===== src/sv/mctg_pkg.sv =====
// ----------------------------------------------------------------------------
// MIDI clock tick generator package
// Shared types, message codes and parameter defaults for the tick generator.
// ----------------------------------------------------------------------------
`default_nettype none

package mctg_pkg;

    // Parameter defaults
    localparam int unsigned TICKS_PER_BEAT_DEF = 24;
    localparam int unsigned MAX_TICKS_DEF      = 32;

    // Fixed field widths
    localparam int unsigned BEAT_W   = 48;
    localparam int unsigned FRAC_W   = 16;
    localparam int unsigned IDX_W    = 40;
    localparam int unsigned MSG_W    = 8;
    localparam int unsigned S_DATA_W = 104;

    // Realtime message codes
    localparam logic [MSG_W-1:0] MSG_START = 8'hFA;
    localparam logic [MSG_W-1:0] MSG_STOP  = 8'hFC;
    localparam logic [MSG_W-1:0] MSG_CLOCK = 8'hF8;

    // Sequencer states
    typedef enum logic [3:0] {
        ST_IDLE,
        ST_MUL_S,
        ST_MUL_E,
        ST_DECIDE,
        ST_STOP,
        ST_REPHASE,
        ST_START,
        ST_TICK,
        ST_CAP
    } state_t;

    // One result item on its way to the output register
    typedef struct packed {
        logic [MSG_W-1:0] message;
        logic             last;
    } msg_t;

endpackage

`default_nettype wire


===== src/sv/mctg_out_stage.sv =====
// ----------------------------------------------------------------------------
// MIDI clock tick generator output stage
// Holds one result item until the downstream side takes it.
// ----------------------------------------------------------------------------
`default_nettype none

module mctg_out_stage (
    input  wire logic                     aclk,
    input  wire logic                     aresetn,
    input  wire logic                     push,
    input  wire mctg_pkg::msg_t           item,
    output logic                          free,
    output logic                          m_tvalid,
    input  wire logic                     m_tready,
    output logic [mctg_pkg::MSG_W-1:0]    m_tdata,   // [7:0] message
    output logic                          m_tlast    // last
);
    import mctg_pkg::*;

    logic valid_reg;
    logic valid_next;
    msg_t item_reg;

    // Slot is free when empty or being drained this cycle
    assign free = !valid_reg || m_tready;

    always_comb begin
        valid_next = valid_reg;
        if (push) begin
            valid_next = 1'b1;
        end else if (m_tready) begin
            valid_next = 1'b0;
        end
    end

    // Control flag
    always_ff @(posedge aclk) begin
        if (!aresetn) begin
            valid_reg <= 1'b0;
        end else begin
            valid_reg <= valid_next;
        end
    end

    // Payload
    always_ff @(posedge aclk) begin
        if (push) begin
            item_reg <= item;
        end
    end

    assign m_tvalid = valid_reg;
    assign m_tdata  = item_reg.message;
    assign m_tlast  = item_reg.last;

endmodule

`default_nettype wire


===== src/sv/midi_clock_tick_generator.sv =====
// ----------------------------------------------------------------------------
// MIDI clock tick generator
// Turns host block transport info into Start, Stop and Timing Clock bytes.
// ----------------------------------------------------------------------------
// Each input item carries a playing flag and the block's start and end song
// positions in beats (unsigned 32.16). The block answers with Start, Stop and
// Timing Clock bytes, one per cycle while the downstream side takes them,
// with tlast on the final byte of the item; an idle block with transport
// stopped yields nothing. A playing item holds the sequencer while the
// single shared multiplier scales both positions to ticks, the tick counter
// is phased and re-phased, each of its bytes (at most MAX_TICKS + 1) goes
// through the output register, and the tick loop is closed and the cap
// applied. Every byte waits while the downstream side stalls.
// s_tready is high only while the sequencer is idle.
// ----------------------------------------------------------------------------
`default_nettype none

module midi_clock_tick_generator #(
    parameter int unsigned TICKS_PER_BEAT = mctg_pkg::TICKS_PER_BEAT_DEF,
    parameter int unsigned MAX_TICKS      = mctg_pkg::MAX_TICKS_DEF
) (
    input  wire logic                        aclk,
    input  wire logic                        aresetn,
    input  wire logic                        s_tvalid,
    output logic                             s_tready,
    input  wire logic [mctg_pkg::S_DATA_W-1:0] s_tdata, // [0] playing,
                                                     // [48:1] start_beat,
                                                     // [96:49] end_beat
    output logic                             m_tvalid,
    input  wire logic                        m_tready,
    output logic [mctg_pkg::MSG_W-1:0]       m_tdata,  // [7:0] message
    output logic                             m_tlast   // last
);
    import mctg_pkg::*;

    localparam int unsigned TPB_W = $clog2(TICKS_PER_BEAT + 1);
    localparam int unsigned PW    = BEAT_W + TPB_W;
    localparam int unsigned FW    = PW - FRAC_W;
    localparam int unsigned CW    = ((FW > IDX_W) ? FW : IDX_W) + 1;
    localparam int unsigned CNT_W = $clog2(MAX_TICKS + 1);

    state_t state_reg, state_next;

    logic              playing_reg, playing_next;
    logic [BEAT_W-1:0] start_reg, start_next;
    logic [BEAT_W-1:0] end_reg, end_next;
    logic [FW-1:0]     s_floor_reg, s_floor_next;
    logic              s_frac_reg, s_frac_next;
    logic [FW-1:0]     e_floor_reg, e_floor_next;
    logic              e_frac_reg, e_frac_next;
    logic              was_running_reg, was_running_next;
    logic              start_pend_reg, start_pend_next;
    logic [IDX_W-1:0]  idx_reg, idx_next;
    logic [CNT_W-1:0]  cnt_reg, cnt_next;

    logic [BEAT_W-1:0] mul_a;
    logic [PW-1:0]     mul_p;
    logic [IDX_W-1:0]  ceil_s;
    logic [IDX_W-1:0]  ceil_e;
    logic [IDX_W-1:0]  idx_inc;
    logic [CNT_W-1:0]  cnt_inc;
    logic              rephase;
    logic              due;
    logic              due_next;
    logic              cap_hit;

    logic out_push;
    logic out_free;
    msg_t out_item;

    // Shared multiplier: start position first, then end position
    assign mul_a = (state_reg == ST_MUL_S) ? start_reg : end_reg;
    assign mul_p = PW'(mul_a) * PW'(TICKS_PER_BEAT);

    // Round a tick position up to a whole tick, modulo the index range
    assign ceil_s = IDX_W'(s_floor_reg) + IDX_W'(s_frac_reg);
    assign ceil_e = IDX_W'(e_floor_reg) + IDX_W'(e_frac_reg);

    // Counter compares against the whole-tick part of the end position
    assign idx_inc  = idx_reg + IDX_W'(1);
    assign cnt_inc  = cnt_reg + CNT_W'(1);
    assign rephase  = (CW'(e_floor_reg) + CW'(1)) < CW'(idx_reg);
    assign due      = (CW'(idx_reg) <= CW'(e_floor_reg)) && (cnt_reg < CNT_W'(MAX_TICKS));
    assign due_next = (CW'(idx_inc) <= CW'(e_floor_reg)) && (cnt_inc < CNT_W'(MAX_TICKS));
    assign cap_hit  = (cnt_reg == CNT_W'(MAX_TICKS));

    // Next state
    always_comb begin
        state_next = state_reg;
        case (state_reg)
            ST_IDLE: begin
                if (s_tvalid) begin
                    state_next = ST_MUL_S;
                end
            end
            ST_MUL_S: state_next = ST_MUL_E;
            ST_MUL_E: state_next = ST_DECIDE;
            ST_DECIDE: begin
                if (playing_reg) begin
                    state_next = ST_REPHASE;
                end else if (was_running_reg) begin
                    state_next = ST_STOP;
                end else begin
                    state_next = ST_IDLE;
                end
            end
            ST_STOP: begin
                if (out_free) begin
                    state_next = ST_IDLE;
                end
            end
            ST_REPHASE: state_next = start_pend_reg ? ST_START : ST_TICK;
            ST_START: begin
                if (out_free) begin
                    state_next = ST_TICK;
                end
            end
            ST_TICK: begin
                if (!due) begin
                    state_next = ST_CAP;
                end
            end
            ST_CAP:  state_next = ST_IDLE;
            default: state_next = ST_IDLE;
        endcase
    end

    // Handshake and result items
    always_comb begin
        s_tready = 1'b0;
        out_push = 1'b0;
        out_item = '{message: MSG_CLOCK, last: 1'b0};
        case (state_reg)
            ST_IDLE: s_tready = 1'b1;
            ST_STOP: begin
                out_push = out_free;
                out_item = '{message: MSG_STOP, last: 1'b1};
            end
            ST_START: begin
                out_push = out_free;
                out_item = '{message: MSG_START, last: !due};
            end
            ST_TICK: begin
                out_push = due && out_free;
                out_item = '{message: MSG_CLOCK, last: !due_next};
            end
            default: begin
                s_tready = 1'b0;
            end
        endcase
    end

    // Datapath next values
    always_comb begin
        playing_next     = playing_reg;
        start_next       = start_reg;
        end_next         = end_reg;
        s_floor_next     = s_floor_reg;
        s_frac_next      = s_frac_reg;
        e_floor_next     = e_floor_reg;
        e_frac_next      = e_frac_reg;
        was_running_next = was_running_reg;
        start_pend_next  = start_pend_reg;
        idx_next         = idx_reg;
        cnt_next         = cnt_reg;
        case (state_reg)
            ST_IDLE: begin
                if (s_tvalid) begin
                    playing_next = s_tdata[0];
                    start_next   = s_tdata[BEAT_W:1];
                    end_next     = s_tdata[2*BEAT_W:BEAT_W+1];
                end
            end
            ST_MUL_S: begin
                s_floor_next = mul_p[PW-1:FRAC_W];
                s_frac_next  = |mul_p[FRAC_W-1:0];
            end
            ST_MUL_E: begin
                e_floor_next = mul_p[PW-1:FRAC_W];
                e_frac_next  = |mul_p[FRAC_W-1:0];
            end
            ST_DECIDE: begin
                start_pend_next = 1'b0;
                if (playing_reg && !was_running_reg) begin
                    start_pend_next  = 1'b1;
                    idx_next         = ceil_s;
                    was_running_next = 1'b1;
                end else if (!playing_reg && was_running_reg) begin
                    was_running_next = 1'b0;
                end
            end
            ST_REPHASE: begin
                cnt_next = '0;
                if (rephase) begin
                    idx_next = ceil_s;
                end
            end
            ST_TICK: begin
                if (due && out_free) begin
                    idx_next = idx_inc;
                    cnt_next = cnt_inc;
                end
            end
            ST_CAP: begin
                if (cap_hit) begin
                    idx_next = ceil_e;
                end
            end
            default: begin
                idx_next = idx_reg;
            end
        endcase
    end

    // Control registers
    always_ff @(posedge aclk) begin
        if (!aresetn) begin
            state_reg       <= ST_IDLE;
            was_running_reg <= 1'b0;
            start_pend_reg  <= 1'b0;
            idx_reg         <= '0;
            cnt_reg         <= '0;
        end else begin
            state_reg       <= state_next;
            was_running_reg <= was_running_next;
            start_pend_reg  <= start_pend_next;
            idx_reg         <= idx_next;
            cnt_reg         <= cnt_next;
        end
    end

    // Payload registers
    always_ff @(posedge aclk) begin
        playing_reg <= playing_next;
        start_reg   <= start_next;
        end_reg     <= end_next;
        s_floor_reg <= s_floor_next;
        s_frac_reg  <= s_frac_next;
        e_floor_reg <= e_floor_next;
        e_frac_reg  <= e_frac_next;
    end

    // Output register
    mctg_out_stage u_out_stage (
        .aclk     (aclk),
        .aresetn  (aresetn),
        .push     (out_push),
        .item     (out_item),
        .free     (out_free),
        .m_tvalid (m_tvalid),
        .m_tready (m_tready),
        .m_tdata  (m_tdata),
        .m_tlast  (m_tlast)
    );

endmodule

`default_nettype wire


===== config.mk =====
export PLATFORM = sky130hd
export DESIGN_NAME = midi_clock_tick_generator
export DESIGN_NICKNAME = d
export VERILOG_FILES = /design/src/sv/mctg_pkg.sv /design/src/sv/mctg_out_stage.sv /design/src/sv/midi_clock_tick_generator.sv
export SDC_FILE = /design/constraint.sdc
export NUM_CORES = 1
export LEC_CHECK = 0
export BUFFER_PORTS_ARGS = -buffer_cell sky130_fd_sc_hd__buf_2
export CAP_MARGIN = 10
export CORE_ASPECT_RATIO = 1.5
export CORE_MARGIN = 4
export CORE_UTILIZATION = 45
export CTS_CLUSTER_SIZE = 8
export DETAILED_ROUTE_END_ITERATION = 10
export GPL_TIMING_DRIVEN = 0
export HOLD_SLACK_MARGIN = 0.1
export MAX_ROUTING_LAYER = met4
export PLACE_DENSITY = 0.73
export RECOVER_POWER = 100
export SYNTH_ARGS = -nofsm -noshare
export SYNTH_HDL_FRONTEND = slang
export SYNTH_SLANG_ARGS = --single-unit

===== constraint.sdc =====
create_clock -name aclk -period 13.3 [get_ports aclk]
set_clock_uncertainty 0.1 [all_clocks]
set_input_delay 3.99 -clock aclk [delete_from_list [all_inputs] [get_ports aclk]]
set_output_delay 3.99 -clock aclk [all_outputs]
set_load 0.005 [all_outputs]

==> results.md <==
- Post-Syn Instances: 1710
- Top cells by area, synth: edfxtp_1 32%, ha_1 13%, xnor2_1 7.6%, dfxtp_1 6.5%, a21oi_1 3.4%
- Reg area: 6350 sq um
- Distinct cells, synth: 66
- Synth-to-Final Area Change: 13.0%
- EDFF count, synth: 176
- CP startpoint kind: flop
- DR WL/cell: 19.7 microns
- Worst-path fanout max: 39
- Core Rows: 85
- FILL cells: 3386
- Max Transition Viols Final: 109
- Worst Path Required: 13.46 ns
- Peak Freq: 117 MHz
- HPWL Detailed: 37000 microns
- Internal power: 0.00178 W
- Die width: 164 microns
- Initial antenna violation count: 1
- Synth top area share: 32.2%
- Worst skew pair latency: 0.53 ns
- Initial core utilization: 45.7%
- Total setup buffers inserted after CTS: 0
- Fraction of layout cells with a size suffix above 1: 10.6%
- Core Region: 35900 sq um
- Final Hold Violating Endpoints: 0
- Most numerous cell in the Yosys netlist: edfxtp_1
- VDD IR max: 0.108 mV
- Number of synthesized register bits: 229
- Area leader, netlist: edfxtp_1
- Largest net degree at the start of global routing: 75
- DIE AREA: 39700 sq um
- First-pass GRT wire length: 73300 microns
- Critical Path AT: 8.67 ns
- Max Cap Viol: 3
- RSZ-0062 raised after global routing: no
- Status: finished with violations
- Clk slew on worst S/H paths: 0.05 ns
- Syn_area_per_cell: 9.61 sq um
- Htree depth: 2
- Final min period: 8.51 ns
- Total chip power: 0.00270 W
- Post-synth top cells: 176 x edfxtp_1, 169 x ha_1, 143 x xnor2_1, 131 x nor2_1, 111 x a21oi_1
- Layout Nets: 2138
- Asr flop ratio synth: 0%
- Routed WL: 46400 microns
- Ys Warns: 0
- Tcrit/Tclk final: 64.0%
- Final ANT Viol Nets: 0
- Post-synthesis cell area: 16400 sq um
- Gpl congestion: 1.01
- Vias after detailed routing: 13700
- CTS buffer count: 34
- Die span in y: 242 microns
- Clock sink count: 229
- DRT Pass-1 Iters: 7
- CTS resizes: 0
- Root Buffer: clkbuf_16
- Grt ovf: 0
- Multi-input gate area: 9440 sq um
- CTS Hold Buffers Added: 0
- I/O Pins: 119
- CTS tree: yes
- Crit. End Element: flop
- Sw frac: 34.1%
- Rel. slew slack: -144%
- WS Path Type: reg -> reg
- Switching pwr: 0.000919 W
- Static Leak: 7.05 nW
- GR Util All Layers: 23.8%
- Worst hold path class: reg -> reg
- Tightest Pin Transition: 3.66 ns
- Via/cell ratio: 5.83
- DRT iter0 DRCs: 797
- Final Setup Violations: 0
- Pwr/cell area: 145 nW/um^2
- Clock Power Share: 29.8%
- Max Buffers Root-to-Sink: 3
- Residual DRC: 0
- Port buffer count: 105
- Logic pwr share: 33.3%
- TNS Setup: 0 ns
- Failing checks: capacitance limit, slew limit
- Number of global-route vias before repair: 14100
- Seq pwr share: 36.9%
- Sequential share of the synthesized area: 38.6%
- Dominant synthesized flop cell: edfxtp_1
## kinds of logic after synthesis
family	Yosys count	share of synthesized area, %
simple gates	531	16.3
compound gates	379	14.9
flops	229	38.6
xor+xnor	182	9.70
fa+ha+maj	170	13.0
buf+inv	165	3.93
mux	52	3.50
other cells	2	0.0457
## final cells by class
cell class	count	share of cell area, %
Antenna cell	1	0.0135
Buffer	63	1.40
Clock buffer	52	5.12
Clock inverter	2	0.175
Inverter	102	2.06
Multi-Input combinational cell	1320	50.8
Sequential cell	229	34.2
Tap cell	478	3.22
Timing Repair Buffer	110	2.99
## worst max-delay path: stages (launching register included)
cell and delay, ns:
dfxtp_1 0.44, nor4b_1 2.59, clkbuf_1 0.70, clkbuf_1 0.52, buf_12 0.30, mux2i_1 0.36, inv_1 0.12, ha_1 0.36
nor2b_1 0.20, o21ai_0 0.16, a21oi_1 0.30, o2111ai_1 0.20, and3_1 0.23, o21ai_0 0.50, o22ai_1 0.31, o21ai_0 0.45
a221o_1 0.27, xnor2_1 0.10
## per-layer routing
metal | vias to the layer above | routed length [microns] | global-route usage (%)
li1 | 6628 | - | -
met1 | 6376 | 17100 | 25.3
met2 | 531 | 22900 | 40.3
met3 | 207 | 2570 | 3.46
met4 | 0 | 3760 | 16.6
met5 | - | 0 | -
## power by group through the flow
stage	sequential, W	combinational (W)	clock [W]
6_report	0.000995	0.000899	0.000802
5_1_grt	0.00100	0.00100	0.000851
4_1_cts	0.000990	0.000899	0.000823
3_5_place_dp	0.00100	0.000892	0
3_3_place_gp	0.00101	0.000863	0
2_1_floorplan	0.000988	0.000667	0
## per-stage QoR
stage               setup WS [ns]  area, sq um  util, %  std cells  hold WS (ns)
global route                 4.28        18600     51.6       2357         0.387
global placement             5.29        17600     48.9       2297         0.350
CTS                          6.55        18600     51.9       2356         0.367
detailed placement           6.63        17700     49.1       2302         0.359
finish                       4.79        18600     51.6       2357         0.360
floorplan                    6.50        16400        -       1714         0.336
## worst paths after layout
check / startpoint / end / slack (ns) / depth (start not counted)
min reg2reg: was_running_reg$_SDFFE_PN0P_ / was_running_reg$_SDFFE_PN0P_ / 0.36 / 2
max reg2reg: state_reg[0]$_SDFFE_PN0P_ / e_floor_reg[34]$_DFFE_PP_ / 4.79 / 17
max: state_reg[0]$_SDFFE_PN0P_ / e_floor_reg[34]$_DFFE_PP_ / 4.79 / 17
min: was_running_reg$_SDFFE_PN0P_ / was_running_reg$_SDFFE_PN0P_ / 0.36 / 2
## layout by cell type (no fill, tap or decap), drive strengths merged, types with 63 or more instances in the layout
cell type / count
nand4: 63
nor2: 131
edfxtp: 176
xnor2: 143
clkbuf: 115
buf: 110
inv: 100
a21oi: 111
nand2: 106
ha: 169
Note: power is estimated with default switching activity, not from simulation.
